--- src/rtl/spv_pkg.sv ---
// Shared constants, types and the semitone table of the sampler voice.
package spv_pkg;

	localparam int ADDR_BITS     = 16;
	localparam int SAMPLE_BITS   = 16;
	localparam int GUARD_SAMPLES = 4;
	localparam int MEM_DEPTH     = (1 << ADDR_BITS) + GUARD_SAMPLES;
	localparam int MEM_AW        = $clog2(MEM_DEPTH);
	localparam int FRAC_BITS     = 24;
	localparam int POS_W         = ADDR_BITS + 1 + FRAC_BITS;
	localparam int IDX_W         = POS_W - FRAC_BITS;
	localparam int MUL_W         = 26;
	localparam int PROD_W        = 2 * MUL_W;
	localparam int BUS_W         = 24;
	localparam int CHAN_W        = 25;
	localparam int STEP_W        = 32;
	localparam int DIVISOR_W     = 17;
	localparam int RAMP_W        = 24;
	localparam int REL_W         = 25;
	localparam int CFG_IDX_W     = 3;
	localparam int CFG_DATA_W    = 24;
	localparam logic [RAMP_W-1:0] RAMP_UNITY = 24'd8388608;

	typedef enum logic [CFG_IDX_W-1:0] {
		REG_ROOT_NOTE     = 3'd0,
		REG_RATE_RATIO    = 3'd1,
		REG_SAMPLE_LENGTH = 3'd2,
		REG_RAMP_ON       = 3'd3,
		REG_RAMP_OFF      = 3'd4,
		REG_STEREO_SOURCE = 3'd5,
		REG_STEREO_OUT    = 3'd6
	} cfg_reg_t;

	typedef enum logic [1:0] {
		CMD_LOAD     = 2'd0,
		CMD_NOTE_ON  = 2'd1,
		CMD_NOTE_OFF = 2'd2,
		CMD_TICK     = 2'd3
	} cmd_t;

	typedef enum logic [3:0] {
		ST_IDLE,
		ST_STEP_MUL,
		ST_STEP_RND,
		ST_ATK_GO,
		ST_ATK_WAIT,
		ST_REL_GO,
		ST_REL_WAIT,
		ST_RD0,
		ST_RD1,
		ST_RD2,
		ST_MA,
		ST_MB,
		ST_MG,
		ST_MR,
		ST_MD,
		ST_FIN
	} state_t;

	typedef struct packed {
		logic                 start;
		logic [STEP_W-1:0]    dividend;
		logic [DIVISOR_W-1:0] divisor;
	} div_req_t;

	function automatic logic [23:0] semitone_q23(input logic [3:0] s);
		logic [23:0] v;
		case (s)
			4'd0:    v = 24'd8388608;
			4'd1:    v = 24'd8887421;
			4'd2:    v = 24'd9415894;
			4'd3:    v = 24'd9975792;
			4'd4:    v = 24'd10568984;
			4'd5:    v = 24'd11197448;
			4'd6:    v = 24'd11863283;
			4'd7:    v = 24'd12568711;
			4'd8:    v = 24'd13316085;
			4'd9:    v = 24'd14107901;
			4'd10:   v = 24'd14946800;
			4'd11:   v = 24'd15835583;
			default: v = 24'd8388608;
		endcase
		return v;
	endfunction

endpackage

--- src/rtl/spv_mul.sv ---
// Shared signed multiplier with a registered product.
module spv_mul (
	input  logic                              clk,
	input  logic signed [spv_pkg::MUL_W-1:0]  a,
	input  logic signed [spv_pkg::MUL_W-1:0]  b,
	output logic signed [spv_pkg::PROD_W-1:0] product
);
	import spv_pkg::*;

	logic signed [PROD_W-1:0] product_q;

	always_ff @(posedge clk) begin
		product_q <= a * b;
	end

	assign product = product_q;

endmodule

--- config.mk ---
export PLATFORM = sky130hd
export DESIGN_NAME = spv_mul
export DESIGN_NICKNAME = d
export VERILOG_FILES = /design/src/rtl/spv_pkg.sv /design/src/rtl/spv_mul.sv
export SDC_FILE = /design/constraint.sdc
export NUM_CORES = 2
export LEC_CHECK = 0
export ABC_CLOCK_PERIOD_IN_PS = 17300
export BUFFER_PORTS_ARGS = -buffer_cell sky130_fd_sc_hd__buf_4
export CORE_UTILIZATION = 65
export CTS_CLUSTER_SIZE = 12
export DETAILED_ROUTE_END_ITERATION = 8
export PLACE_DENSITY = 0.85
export SLEW_MARGIN = 0
export SYNTH_ARGS = -nofsm -noshare
export SYNTH_HDL_FRONTEND = slang
export SYNTH_SLANG_ARGS = --single-unit
--- constraint.sdc ---
create_clock -name clk -period 17.3 [get_ports clk]
set_input_delay 5.19 -clock clk [delete_from_list [all_inputs] [get_ports clk]]
set_output_delay 5.19 -clock clk [all_outputs]
set_load 0.01 [all_outputs]
After elaboration in Yosys (flattened, before gate mapping)

Cells that the tools add are included.

Output and inout bits: 52
Flip-flop bits (word level): 52

Multiply operators: 1

Operators by type and width:

| cell           | number |
|---|---|
| $mul 26x26->52 | 1 |

Longest topological paths before layout

Depth after elaboration: 1
Depth in mapped cells: 26
Gate-level depth less buffers: 24

Least setup slack after synthesis

No wires, ideal clock.

Kind: input to register
Start: in a[25] (netlist name)
End: reg product_q[44] (netlist: product[44])
Path buffers: 1
Stages: 22
Arrival time: 11.544 ns
Setup slack: 5.684 ns
Library setup time: 0.072 ns
Required time: 17.228 ns
Path through: clkbuf_1 nand2_1 inv_1 fa_1 fa_1 inv_1 fa_1 inv_1 fa_1 fa_1 fa_1 inv_1 fa_1 inv_1 ha_1 nand2_1 or4_1 or4_1 o211ai_1 a21oi_2 o21ai_1 xor2_1

Word-level cells in the longest chain between the ends: 1

Ends and longest elaborated chain:

| what                 | line          | text |
|---|---|---|
| from (decl)          | spv_mul.sv:4  | `input logic signed [spv_pkg::MUL_W-1:0] a,` |
| $mul 26x26->52       | spv_mul.sv:13 | `product_q <= a * b;` |
| to (signal assigned) | spv_mul.sv:13 |  |
| to (decl)            | spv_mul.sv:10 | `logic signed [PROD_W-1:0] product_q;` |

No other way between the ends.

Worst setup path after layout

Same ends and word-level chain as after synthesis.

==> key figures <==
Synthesis
  • Mean Syn Cell Area: 9.271 um2
  • Top FF cell, synth: dfxtp_1
  • Syn nets: 3672
  • Mapped Cells: 2763
  • Post-synth EDFFs: 0
  • Synth unique cells: 54
  • Area of the mapped netlist: 25620 um2
  • Seq/Total Area, Yosys: 0.04064
  • Asr flop ratio synth: 0
  • Yosys Warn Count: 0
  • #FFs+latches synth: 52

Timing
  • Final Cycle Share: 0.6981
  • Setup TNS Final: 0 ns
  • RSZ-0062 raised after global routing: no
  • Relative slew slack: 0.3780
  • Setup-failing EPs final: 0
  • Final hold violations: 0
  • F_max: 82.80 MHz
  • Max-slew violation count: 0
  • Measured slew at the worst slew-check pin: 0.9319 ns
  • Hold slack: 5.324 ns
  • Minimum clock period after layout: 12.08 ns

Global route
  • Vias in the first global route: 21275
  • GR Overflow Total: 0
  • First-pass GRT wire length: 106.9 mm
  • Initial antenna violation count: 1
  • Global-route total usage across every layer: 0.3410
  • Largest net degree at the start of global routing: 27

Place
  • # port buffers: 104
  • Final Wtd Congestion: 0.9112
  • Post-DP HPWL: 53.34 mm

Worst setup path
  • Buf+Inv Stages, Crit Path: 6
  • Top delay family on crit path: adder cells
  • Setup crit start kind: primary input
  • Worst Path Max Fanout: 26
  • Top cell by count, worst path: fa_1
  • Critical path's largest stage delay: 0.99 ns
  • Critical path type: in2reg
  • Crit-path cells: buf_4 > nand2_1 > inv_1 > fa_1 > fa_1 > fa_1 > inv_1 > fa_1 > inv_1 > fa_1 > inv_1 > fa_1 > inv_1 > ha_1 > nand2_1 > or4_1 > or4_1 > o211ai_1 > a21oi_2 > o21ai_1 > xor2_1
  • Slowest cell on crit path: fa_1
  • WP data arrival: 12.31 ns
  • Worst Path Required: 17.54 ns
  • Crit. End Element: flip-flop

Die
  • I/O pin total: 105
  • Chip width: 200.5 um
  • Die area: 40210 um2
  • Die H: 200.5 um
  • Core footprint: 38740 um2
  • Initial core utilization: 0.6613
  • Row count: 72

Final layout
  • Share of post-route cells with drive strength above 1: 0.04688
  • Max reg flops: 52
  • P&R area growth vs syn: 4.366%
  • Nets: 3660
  • Fillers: 2916
  • Antenna diode count: 0

Clocking
  • Clock-pin transition on the worst setup and hold timing paths: 0.08 ns
  • Max H-tree Level: 2
  • # hold bufs at CTS: 0
  • Clock Path Buffers: 2
  • Post-CTS setup buffers: 0
  • CTS buffer count: 5
  • Clock tree from TritonCTS: done
  • CTS resizes: 0
  • TritonCTS sink count: 52
  • Root Buffer: clkbuf_16

Routing
  • Via count: 18630
  • Vias per cell: 5.697
  • DR iter-0 viols: 1248
  • Pre-antenna DRT Iters: 7
  • Final WL: 64.55 mm
  • Average wire per standard cell: 19.74 um
  • # DRC: 0
  • DRT antenna net count: 0

Outcome
  • Run status: finished, final reports clean

Hold path
  • Number of cells on the worst hold path: 2
  • Worst hold path class: in2reg
  • Worst Hold Launch: b[0]
  • Hold Path Sink: product[0]$_DFF_P_

Job
  • Max-cap violations: 0
[how the worst max path moves through the flow]
| stage | startpoint | to | cells after the start |
|---|---|---|---|
| floorplan | a[25] | product[44]$_DFF_P_ | 22 |
| finish | a[25] | product[44]$_DFF_P_ | 21 |
| detailed placement | b[2] | product[44]$_DFF_P_ | 21 |
| global route | a[25] | product[51]$_DFF_P_ | 21 |
| global placement | b[2] | product[44]$_DFF_P_ | 21 |
| CTS | b[2] | product[44]$_DFF_P_ | 21 |
[final cells by class]
class                      instances  area (um2)  share of cell area
tap                              518       648.1             0.02424
sequential                        52        1041             0.03894
clock inverter                     3       27.53            0.001030
timing repair buffer             104       780.7             0.02920
inverter                         737        2766              0.1035
multi-input combinational       1851       21350              0.7984
clock buffer                       5       125.1            0.004680
[cells in the final DEF, fill, tap and decap left out, types with 5 or more instances in the layout]
cell type  Yosys  layout
a211oi_1       8       8
a21o_1        18      18
a21oi_1       55      55
and2_1       281     281
buf_4          0     104
clkbuf_16      0       5
dfxtp_1       52      52
fa_1         710     710
ha_1         146     146
inv_1        737     737
nand2_1      398     398
nand2b_1       7       7
nand3_1       11      11
nand4_1       11      11
nor2_1        50      50
o211ai_1       7       7
o21ai_0       25      25
o21bai_1       8       8
xnor2_1       46      46
xor2_1        11      11
[cell usage after synthesis, types with 2 or more instances]
library cell    n  area share
a211oi_1        8      0.0023
a21o_1         18      0.0053
a21o_2          2     0.00068
a21oi_1        55       0.011
a21oi_2         2     0.00068
a221o_1         2     0.00078
a221oi_1        2     0.00068
a31oi_1         4     0.00098
and2_1        281       0.069
clkbuf_1      122       0.018
dfxtp_1        52       0.041
fa_1          710        0.55
ha_1          146       0.071
inv_1         737        0.11
nand2_1       398       0.058
nand2b_1        7      0.0017
nand3_1        11      0.0021
nand4_1        11      0.0027
nor2_1         50      0.0073
nor2b_1         2     0.00049
nor3_1          4     0.00078
o2111ai_1       3      0.0010
o211ai_1        7      0.0021
o211ai_2        2     0.00098
o21a_1          4      0.0012
o21ai_0        25      0.0049
o21bai_1        8      0.0023
o22ai_1         2     0.00049
o311ai_0        2     0.00068
or2_2           3     0.00073
or3_1           3     0.00073
or4_1           3     0.00088
xnor2_1        46       0.016
xor2_1         11      0.0038
[layer usage]
| layer | global-route usage | share of wire | up-vias |
|---|---|---|---|
| met1 | 0.4015 | 0.34 | 9467 |
| met3 | 0.05779 | 0.079 | 309 |
| met4 | 0.2075 | 0.069 | 2 |
| li1 | - | - | 7844 |
| met5 | 0 | 0.00011 | - |
| met2 | 0.5872 | 0.51 | 1008 |
[kinds of logic after synthesis]
| family | synth area share |
|---|---|
| AO/OA/AOI/OAI | 0.04166 |
| AND/OR/NAND/NOR | 0.1460 |
| XOR/XNOR | 0.01949 |
| flip-flops | 0.04064 |
| adder cells (fa/ha/maj) | 0.6262 |
| buffers and inverters | 0.1261 |
[through the flow]
step	instances	instance area (um2)	setup WS, ns	util
6_report	3270	26740	5.223	0.6902
5_1_grt	3270	26740	4.830	0.6902
4_1_cts	3270	26740	5.270	0.6902
3_5_place_dp	3262	26580	4.961	0.6862
3_3_place_gp	3262	26580	5.056	0.6862
2_1_floorplan	2763	25620	5.684	-
Power is not shown: default switching activity piles up to over one toggle a cycle in this logic, so the estimate is an artifact.
