**src/rtl/spv_pkg.sv**
```systemverilog
// Shared constants, types and the semitone table of the sampler voice.
package spv_pkg;

	localparam int ADDR_BITS     = 16;
	localparam int SAMPLE_BITS   = 16;
	localparam int GUARD_SAMPLES = 4;
	localparam int MEM_DEPTH     = (1 << ADDR_BITS) + GUARD_SAMPLES;
	localparam int MEM_AW        = $clog2(MEM_DEPTH);
	localparam int FRAC_BITS     = 24;
	localparam int POS_W         = ADDR_BITS + 1 + FRAC_BITS;
	localparam int IDX_W         = POS_W - FRAC_BITS;
	localparam int MUL_W         = 26;
	localparam int PROD_W        = 2 * MUL_W;
	localparam int BUS_W         = 24;
	localparam int CHAN_W        = 25;
	localparam int STEP_W        = 32;
	localparam int DIVISOR_W     = 17;
	localparam int RAMP_W        = 24;
	localparam int REL_W         = 25;
	localparam int CFG_IDX_W     = 3;
	localparam int CFG_DATA_W    = 24;
	localparam logic [RAMP_W-1:0] RAMP_UNITY = 24'd8388608;

	typedef enum logic [CFG_IDX_W-1:0] {
		REG_ROOT_NOTE     = 3'd0,
		REG_RATE_RATIO    = 3'd1,
		REG_SAMPLE_LENGTH = 3'd2,
		REG_RAMP_ON       = 3'd3,
		REG_RAMP_OFF      = 3'd4,
		REG_STEREO_SOURCE = 3'd5,
		REG_STEREO_OUT    = 3'd6
	} cfg_reg_t;

	typedef enum logic [1:0] {
		CMD_LOAD     = 2'd0,
		CMD_NOTE_ON  = 2'd1,
		CMD_NOTE_OFF = 2'd2,
		CMD_TICK     = 2'd3
	} cmd_t;

	typedef enum logic [3:0] {
		ST_IDLE,
		ST_STEP_MUL,
		ST_STEP_RND,
		ST_ATK_GO,
		ST_ATK_WAIT,
		ST_REL_GO,
		ST_REL_WAIT,
		ST_RD0,
		ST_RD1,
		ST_RD2,
		ST_MA,
		ST_MB,
		ST_MG,
		ST_MR,
		ST_MD,
		ST_FIN
	} state_t;

	typedef struct packed {
		logic                 start;
		logic [STEP_W-1:0]    dividend;
		logic [DIVISOR_W-1:0] divisor;
	} div_req_t;

	function automatic logic [23:0] semitone_q23(input logic [3:0] s);
		logic [23:0] v;
		case (s)
			4'd0:    v = 24'd8388608;
			4'd1:    v = 24'd8887421;
			4'd2:    v = 24'd9415894;
			4'd3:    v = 24'd9975792;
			4'd4:    v = 24'd10568984;
			4'd5:    v = 24'd11197448;
			4'd6:    v = 24'd11863283;
			4'd7:    v = 24'd12568711;
			4'd8:    v = 24'd13316085;
			4'd9:    v = 24'd14107901;
			4'd10:   v = 24'd14946800;
			4'd11:   v = 24'd15835583;
			default: v = 24'd8388608;
		endcase
		return v;
	endfunction

endpackage

```
**src/rtl/spv_div.sv**
```systemverilog
// Radix-2 restoring divider that yields one quotient bit per cycle.
module spv_div (
	input  logic                           clk,
	input  logic                           arst_n,
	input  spv_pkg::div_req_t              req,
	output logic                           done,
	output logic [spv_pkg::STEP_W-1:0]     quotient
);
	import spv_pkg::*;

	localparam int CNT_W = $clog2(STEP_W);

	logic                 busy_q;
	logic                 done_q;
	logic [CNT_W-1:0]     cnt_q;
	logic [DIVISOR_W-1:0] rem_q;
	logic [DIVISOR_W-1:0] den_q;
	logic [STEP_W-1:0]    quot_q;
	logic [DIVISOR_W:0]   trial;

	assign trial = {rem_q, quot_q[STEP_W-1]} - {1'b0, den_q};

	always_ff @(posedge clk or negedge arst_n) begin
		if (!arst_n) begin
			busy_q <= 1'b0;
			done_q <= 1'b0;
			cnt_q  <= '0;
		end else begin
			done_q <= busy_q && (cnt_q == CNT_W'(STEP_W - 1));
			if (req.start) begin
				busy_q <= 1'b1;
				cnt_q  <= '0;
			end else if (busy_q) begin
				cnt_q <= cnt_q + 1'b1;
				if (cnt_q == CNT_W'(STEP_W - 1)) begin
					busy_q <= 1'b0;
				end
			end
		end
	end

	always_ff @(posedge clk) begin
		if (req.start) begin
			rem_q  <= '0;
			den_q  <= req.divisor;
			quot_q <= req.dividend;
		end else if (busy_q) begin
			// The dividend shifts out of the top while quotient bits shift in below.
			if (!trial[DIVISOR_W]) begin
				rem_q  <= trial[DIVISOR_W-1:0];
				quot_q <= {quot_q[STEP_W-2:0], 1'b1};
			end else begin
				rem_q  <= {rem_q[DIVISOR_W-2:0], quot_q[STEP_W-1]};
				quot_q <= {quot_q[STEP_W-2:0], 1'b0};
			end
		end
	end

	assign done     = done_q;
	assign quotient = quot_q;

endmodule

```
**config.mk**
```make
export PLATFORM = sky130hd
export DESIGN_NAME = spv_div
export DESIGN_NICKNAME = d
export VERILOG_FILES = /design/src/rtl/spv_pkg.sv /design/src/rtl/spv_div.sv
export SDC_FILE = /design/constraint.sdc
export NUM_CORES = 1
export LEC_CHECK = 0
export BUFFER_PORTS_ARGS = -buffer_cell sky130_fd_sc_hd__buf_4
export CAP_MARGIN = 20
export CORE_MARGIN = 2
export CORE_UTILIZATION = 35
export DETAILED_ROUTE_END_ITERATION = 6
export PLACE_DENSITY = 0.66
export SLEW_MARGIN = 20
export SYNTH_ARGS = -nofsm -noshare
export SYNTH_HDL_FRONTEND = slang
export SYNTH_SLANG_ARGS = --single-unit
```
**constraint.sdc**
```tcl
create_clock -name clk -period 3.6 [get_ports clk]
set_input_delay 0.36 -clock clk [delete_from_list [all_inputs] [get_ports clk]]
set_output_delay 0.36 -clock clk [all_outputs]
set_load 0.01 [all_outputs]
```
# After elaboration in Yosys (flattened, before gate mapping)
# Cells that the tools add are included.
# word_totals
ff_bits,73
word_cells,20
inputBits,52
output_inout_bits,33
# op_classes
eq_ne,1
add_sub_neg,2
n_mux,9
n_reduce_logical,2
# op_table
operator,count
$mux 32,2
$sub 18x17->18,1
$mux 17,1
$mux 5,2
$add 5x1->5 const B,1
$eq 5x5->1 const B,1
$mux 1,4
$reduce_bool 2->1,1
$logic_and 1x1->1,1

# Depth between registers and ports, before layout
# Gate-level depths: netlist of run 1.
# logic_depth
depth_word,4
mapped_depth,10
ltp_nobuf,10

# Worst setup path before layout of run 1
# OpenSTA, ideal clock, no wires.
# synth_timing
kind,register to register
startpoint,"reg quot_q[31], in the netlist quotient[31]"
endpoint,reg rem_q[10]
t_required_ns,3.509
setup_time_ns,0.091
stages_incl_launch_ff,10
synth_period_minus_slack_ns,2.496
setup_slack_ns,1.104
n_path_buf,0
arrival_time_ns,2.405
cell_sequence,edfxtp_1 inv_1 ha_1 fa_1 nand2b_1 a21o_1 a211oi_1 nor3_1 or4b_1 a311oi_1
# synth_between
elab_chain_cells,2
# synth_lines
item,line,rtl
"start, declared",spv_div.sv:18,logic [STEP_W-1:0] quot_q;
"start signal, assigned",spv_div.sv:46,quot_q <= req.dividend;
"start signal, assigned",spv_div.sv:51,"quot_q <= {quot_q[STEP_W-2:0], 1'b1};"
"start signal, assigned",spv_div.sv:54,"quot_q <= {quot_q[STEP_W-2:0], 1'b0};"
$sub 18x17->18,spv_div.sv:21,"assign trial = {rem_q, quot_q[STEP_W-1]} - {1'b0, den_q};"
$mux 17,spv_div.sv:49,if (!trial[DIVISOR_W]) begin
"end signal, assigned",spv_div.sv:50,rem_q <= trial[DIVISOR_W-1:0];
"end signal, assigned",spv_div.sv:53,"rem_q <= {rem_q[DIVISOR_W-2:0], quot_q[STEP_W-1]};"
"end, declared",spv_div.sv:16,logic [DIVISOR_W-1:0] rem_q;
# Every way passes these cells.
# A chain may end at the register's enable or synchronous reset.

# Final worst setup path of run 1
# layout_timing
startpoint,reg den_q[12]
endpoint,reg rem_q[10]
# layout_between
elab_chain_cells,2
# layout_lines
item,line,rtl
"start, declared",spv_div.sv:17,logic [DIVISOR_W-1:0] den_q;
"start signal, assigned",spv_div.sv:45,den_q <= req.divisor;
$sub 18x17->18,spv_div.sv:21,
$mux 17,spv_div.sv:49,
# Every way passes these cells.

==> results.py, run 1 <==
metrics = {
    "status": {
        "outcome": "finished, final reports clean",
    },
    "clock_tree": {
        "clk_pin_slew_ns": 0.06,
        "cts_buffer_depth": 2,
        "cts.sinks": 73,
        "cts_made_buffers": 9,
        "htreeDepth": 3,
        "cts_root_buffer": "clkbuf_16",
        "cts_tree": "yes",
        "clk_latency_ns": 0.34,
        "hold_buffers": 1,
        "cts_resized": 0,
        "post_cts_buffers": 0,
    },
    "critical_path": {
        "endpoint_kind": "register",
        "crit_path_start_kind": "register",
        "r2r-end": "rem_q[10]",
        "worstPathRequired_ns": 3.84,
        "reg2reg_from": "den_q[12]",
        "r2r_slack_ns": 0.89,
        "arrival_ns": 2.95,
        "path_class": "register to register",
        "worstRegToRegCells": 9,
        "crit_fanout": 9,
    },
    "place": {
        "postPlaceCellArea_mm2": 0.00476,
        "gp_congestion": 0.865,
        "numPortBuffers": 84,
        "hpwlAfterDp_um": 5980,
    },
    "final_layout": {
        "area_delta_synth_final_pct": 27.5,
        "diodes": 0,
        "fin_area_mm2": 0.00506,
        "drive_gt1_frac": 0.305,
        "layout.nets": 522,
    },
    "sta": {
        "clock_skew_ns": 0.0123,
        "timing.final.crit_share": 0.754,
        "max_freq_mhz": 369,
        "setup_violations": 0,
        "tightest_slew_ns": 0.742,
        "slew-limit-headroom": 0.505,
        "fin_tns_setup_ns": 0,
        "period_minus_slack_ns": 2.71,
        "rsz0062_at_grt": "false",
        "final_hold_viol_count": 0,
        "drv_slew": 0,
    },
    "floorplan": {
        "die_w_um": 110,
        "core_area_mm2": 0.0109,
        "start_util": 0.363,
        "num_io_pins": 85,
        "die-area_mm2": 0.0122,
        "die_h_um": 110,
        "rows": 38,
    },
    "min_path": {
        "holdPathEnd": "den_q[9]",
        "hold_path_depth": 1,
        "hp-class": "input port to register",
        "hold_path_startpoint": "req[9]",
    },
    "synth": {
        "synth-main-ff-cell": "edfxtp_1",
        "yosys.area.top_type": "edfxtp_1",
        "synth.top_cell.area_share": 0.371,
        "yosys_warnings": 0,
        "synth.cell_area_mm2": 0.00397,
        "synth.distinct_cells": 50,
        "ys_seq_area_frac": 0.501,
        "synth_edf_count": 49,
        "syn_area_per_cell_um2": 10.9,
        "synthCells": 363,
        "synth-async-reset-ratio": 0.0959,
        "yosys-top-cells-area": "edfxtp_1 37%, mux2_2 9.1%, dfxtp_1 8.6%, ha_1 6.0%, dfrtp_1 4.4%",
        "syn_nets": 435,
        "ys_ff_latch": 73,
    },
    "route": {
        "wl_um": 8760,
        "vias_per_cell": 5.16,
        "vias": 3073,
        "drt_iter0_drc": 108,
        "drtPass1Iterations": 4,
        "ant_nets": 0,
        "drt-wirelength-per-cell_um": 14.7,
        "drc": 0,
    },
    "global_routing": {
        "grt_pass1_wl_um": 14500,
        "grt.overflow.total": 0,
        "grt_util_all_layers": 0.147,
        "antenna_found_initial": 0,
        "grt_max_degree": 48,
        "grt_pass1_vias": 2968,
    },
    "run": {
        "max_cap_viol_count": 0,
    },
    "pwr": {
        "vdd_drop_max_mv": 0.272,
        "power.density_mw_per_mm2": 628,
        "p_leak_nw": 2.10,
    },
}
-- layer usage --
metal  global-route usage  wire, um  vias up
li1                     -         -     1526
met5                    0         0        -
met3               0.0532       695       13
met2                0.226      3880      109
met1                0.186      4000     1425
met4               0.0625       174        0
-- report_power, final --
part           internal [mW]  total [mW]  switching (mW)
registers               1.05        1.15          0.0989
logic                  0.522        1.14           0.620
clock network          0.537       0.888           0.351
total                   2.11        3.18            1.07
-- cells in the final DEF (no fill, tap or decap), drive strengths merged, types with 5 or more instances in the layout --
cell and count:
a21o 6, a21oi 19, a311oi 14, buf 90
clkbuf 11, dfrtp 7, dfxtp 17, edfxtp 49
ha 19, inv 23, mux2 32, nand2 12
nand2b 9, nand3 15, nand4 6, nor2 33
o21ai 25, xnor2 10, xor2 5
-- metrics by stage --
step,std cells,utilization,hold WS [ns],worst slack (ns),power [mW]
6_report,595,0.463,0.192,0.887,3.18
5_1_grt,595,0.463,0.177,0.734,3.39
4_1_cts,595,0.463,0.181,0.908,3.20
3_5_place_dp,578,0.435,0.180,0.963,2.29
3_3_place_gp,578,0.435,0.177,0.965,2.28
2_1_floorplan,363,-,0.0644,1.10,1.97
-- cells in the mapped netlist (all sizes together) (2+ instances only) --
cell type and instances:
and3 2, a2111oi 2, nor2b 4, a21o 6, mux2 32, mux2i 2
o21a 4, nor3b 2, edfxtp 49, inv 22, dfrtp 7, or2 2
nor3 4, o211ai 2, nand3 15, ha 19, clkbuf 7, or3 2
and2 4, o21ai 25, xor2 5, a21oi 19, nand2 12, buf 8
o31ai 2, nand2b 9, dfxtp 17, a31oi 3, a311oi 14, xnor2 10
nand4 6, nor2 33
-- worst max-delay path: stages, from the launching register on --
cell       delay (ns)
edfxtp_1         0.31
inv_1            0.05
ha_1             0.38
nand4_1          0.26
a2111oi_4        0.38
or2_4            0.21
nor3_2           0.05
buf_4            0.18
or4b_1           0.52
a311oi_1         0.27
-- area by class of cell --
class	count	area, um2
sequential	73	1990
tap	140	175
clock inverter	5	56.3
fill	1015	5880
multi-input combinational	253	1840
clock buffer	11	233
inverter	22	82.6
timing repair buffer	91	686
-- sequential cells by signal, summed over array words and instances (netlist names) --
name,count
quotient,32
den_q,17
rem_q,17
cnt_q,5
busy_q,1
done,1
-- cells by family after synthesis --
group	Yosys count	synth area share
simple gates	98	0.124
compound gates	86	0.146
flops	73	0.501
buf+inv	37	0.0359
mux	34	0.0958
fa+ha+maj	20	0.0649
xor+xnor	15	0.0331
-- worst max path at each step --
stage,start,endpoint,slack [ns],depth (start not counted)
3_5_place_dp,den_q[8],rem_q[10],0.96,10
4_1_cts,den_q[4],rem_q[10],0.91,10
6_report,den_q[12],rem_q[10],0.89,9
2_1_floorplan,quotient[31],rem_q[10],1.10,9
5_1_grt,quotient[31],rem_q[16],0.73,10
3_3_place_gp,den_q[8],rem_q[10],0.97,10
(Power assumes the default switching activity.)
==> run 2, diff against run 1 <==
--- a/config.mk
+++ b/config.mk
@@ -10,7 +10,7 @@
 export CORE_MARGIN = 2
 export CORE_UTILIZATION = 35
 export DETAILED_ROUTE_END_ITERATION = 6
-export PLACE_DENSITY = 0.66
+export PLACE_DENSITY = 0.68
 export SLEW_MARGIN = 20
 export SYNTH_ARGS = -nofsm -noshare
 export SYNTH_HDL_FRONTEND = slang
==> constraint.sdc (replaced) <==
create_clock -name clk -period 2.28 [get_ports clk]
set_input_delay 0.228 -clock clk [delete_from_list [all_inputs] [get_ports clk]]
set_output_delay 0.228 -clock clk [all_outputs]
set_load 0.01 [all_outputs]
==> run 2 against run 1 <==
Compared with the run above: the flow now finishes with violations (negative setup slack); critical path depth did not move; sequential share of layout area fell by 6.1 points; power rose by 96%; first-iteration DRC count rose by 46%; highest routed layer unchanged.
==> results.py, run 2 (synthesis results as in run 1) <==
metrics = {
    "status": {
        "outcome": "complete, but fails checks",
        "violations": "negative setup slack",
    },
    "clock_tree": {
        "cts_root_buffer": "clkbuf_16",
        "htreeDepth": 3,
        "cts_tree": "yes",
        "cts_buffer_depth": 2,
        "cts.sinks": 73,
        "cts_made_buffers": 9,
        "clk_pin_slew_ns": 0.07,
        "clk_latency_ns": 0.34,
    },
    "sta": {
        "max_freq_mhz": 390,
        "clock_skew_ns": 0.0146,
        "period_minus_slack_ns": 2.56,
        "tightest_slew_ns": 0.755,
        "setup_ws_ns": -0.284,
        "drv_slew": 0,
        "whs_ns": 0.0594,
        "rsz0062_at_grt": "true",
        "final_hold_viol_count": 0,
        "slew-limit-headroom": 0.497,
        "setup_violations": 16,
        "timing.final.crit_share": 1.12,
    },
    "route": {
        "drc": 0,
        "drtPass1Iterations": 4,
        "drt_iter0_drc": 158,
        "ant_nets": 0,
        "vias_per_cell": 5.14,
        "wl_um": 10100,
        "vias": 3451,
        "drt-wirelength-per-cell_um": 15.0,
    },
    "floorplan": {
        "die_w_um": 110,
        "rows": 38,
        "die-area_mm2": 0.0122,
        "num_io_pins": 85,
        "die_h_um": 110,
        "core_area_mm2": 0.0109,
        "start_util": 0.363,
    },
    "critical_path": {
        "crit_fanout": 4,
        "endpoint_kind": "register",
        "worstRegToRegCells": 9,
        "cp.depth": 9,
        "reg2reg_from": "den_q[14]",
        "crit_path_cell_trace": "inv_2, ha_4, nand4_1, nor3_1, or2_4, nor3_4, buf_12, or4b_1, a311oi_1",
        "crit_start": "den_q[14]",
        "worstPathRequired_ns": 2.51,
        "crit_end": "rem_q[10]",
        "cpMaxStageDelayCell": "or4b_1",
        "arrival_ns": 2.80,
        "crit_path_start_kind": "register",
        "r2r_slack_ns": -0.28,
        "r2r-end": "rem_q[10]",
        "path_class": "register to register",
        "cp_top_family": "simple AND/OR/NAND/NOR gates",
        "crit_buf_inv": 2,
        "max_stage_delay_ns": 0.45,
    },
    "global_routing": {
        "grt.overflow.total": 0,
        "grt_pass1_vias": 3622,
        "grt_pass1_wl_um": 16800,
        "antenna_found_initial": 0,
        "grt_util_all_layers": 0.167,
        "grt_max_degree": 46,
    },
    "final_layout": {
        "fin_area_mm2": 0.00600,
        "largest_reg_flops": 32,
        "area_delta_synth_final_pct": 51.1,
        "layout.nets": 599,
        "final_common_cell": "buf_4",
        "layout_common_cells": "160 x buf_4, 49 x edfxtp_1, 32 x mux2_2",
        "diodes": 0,
        "drive_gt1_frac": 0.494,
    },
    "pwr": {
        "combPwrFrac": 0.499,
        "p_leak_nw": 2.53,
        "switching_share": 0.346,
        "p_switching_mw": 2.15,
        "power.density_mw_per_mm2": 1040,
        "clkPwrFrac": 0.211,
        "internal-power_mw": 4.07,
        "vdd_drop_max_mv": 0.524,
        "pwr-share-seq": 0.290,
    },
    "place": {
        "hpwlAfterDp_um": 6890,
        "gp_congestion": 0.891,
        "postPlaceCellArea_mm2": 0.00526,
        "numPortBuffers": 84,
    },
    "run": {
        "max_cap_viol_count": 0,
    },
    "min_path": {
        "hp-class": "input port to register",
    },
}
## run 2: cell types whose count changed in the layout (fill, tap and decap cells not counted), moves of 6 or more
cell / delta
a21oi_1: -8
inv_1: -6
ha_4: +9
ha_1: -10
inv_2: +6
o21ai_0: -6
buf_4: +70
## run 2: metrics by stage
| stage | power [mW] | instances | TNS [ns] | setup slack [ns] | util |
|---|---|---|---|---|---|
| after floorplan | 3.14 | 363 | -0.0827 | -0.0827 | - |
| after global placement | 4.18 | 639 | -4.29 | -0.319 | 0.481 |
| after detailed placement | 4.24 | 639 | -6.74 | -0.445 | 0.481 |
| after CTS | 6.02 | 669 | -2.09 | -0.241 | 0.535 |
| after global routing | 6.58 | 672 | -4.55 | -0.391 | 0.548 |
| final | 6.22 | 672 | -2.25 | -0.284 | 0.548 |
## run 2: what timing repair did
item                                    in CTS  in global routing
pin swaps                                   17                 18
gates resized for setup                     27                 31
endpoints found under the setup margin      18                 18
buffers inserted                            13                  3
hold buffers                                 1                  0
hold endpoints to repair                     7                  0
## run 2: worst min path at each step
stage                      start       end  slack [ns]  cells after the start
final                     req[5]  den_q[5]        0.06                      1
after global routing      req[5]  den_q[5]        0.05                      1
after CTS                 req[5]  den_q[5]        0.05                      1
after detailed placement  arst_n    busy_q        0.05                      1
after global placement    arst_n    busy_q        0.04                      1
after floorplan           arst_n    busy_q       -0.07                      0
## run 2: final cells by class
| type | count | area [um2] |
|---|---|---|
| clock buffers | 10 | 229 |
| multi-input cells | 253 | 2160 |
| fillers | 928 | 4940 |
| clock inverters | 6 | 41.3 |
| repair buffers | 168 | 1330 |
| inverters | 22 | 82.6 |
| well taps | 140 | 175 |
| flip-flops and latches | 73 | 1990 |
## run 2: power by group through the flow
stage / clock network (mW) / logic [mW] / registers (mW)
floorplan: 0 / 1.31 / 1.83
detailed placement: 0 / 2.44 / 1.80
CTS: 1.35 / 2.87 / 1.80
finish: 1.31 / 3.11 / 1.80
global route: 1.40 / 3.34 / 1.83
global placement: 0 / 2.39 / 1.79
## run 2: worst reg2reg max path: stages, from the launching register on
cell and delay [ns]:
edfxtp_1 0.35, inv_2 0.05, ha_4 0.29, nand4_1 0.24, nor3_1 0.41, or2_4 0.21, nor3_4 0.05, buf_12 0.13
or4b_1 0.45, a311oi_1 0.28
## run 2: metal layers
layer / vias to the layer above / wire length [um] / track usage
met5: - / 0 / 0
met4: 0 / 199 / 0.0592
met3: 18 / 651 / 0.0532
met2: 110 / 4960 / 0.273
met1: 1641 / 4300 / 0.208
li1: 1682 / - / -
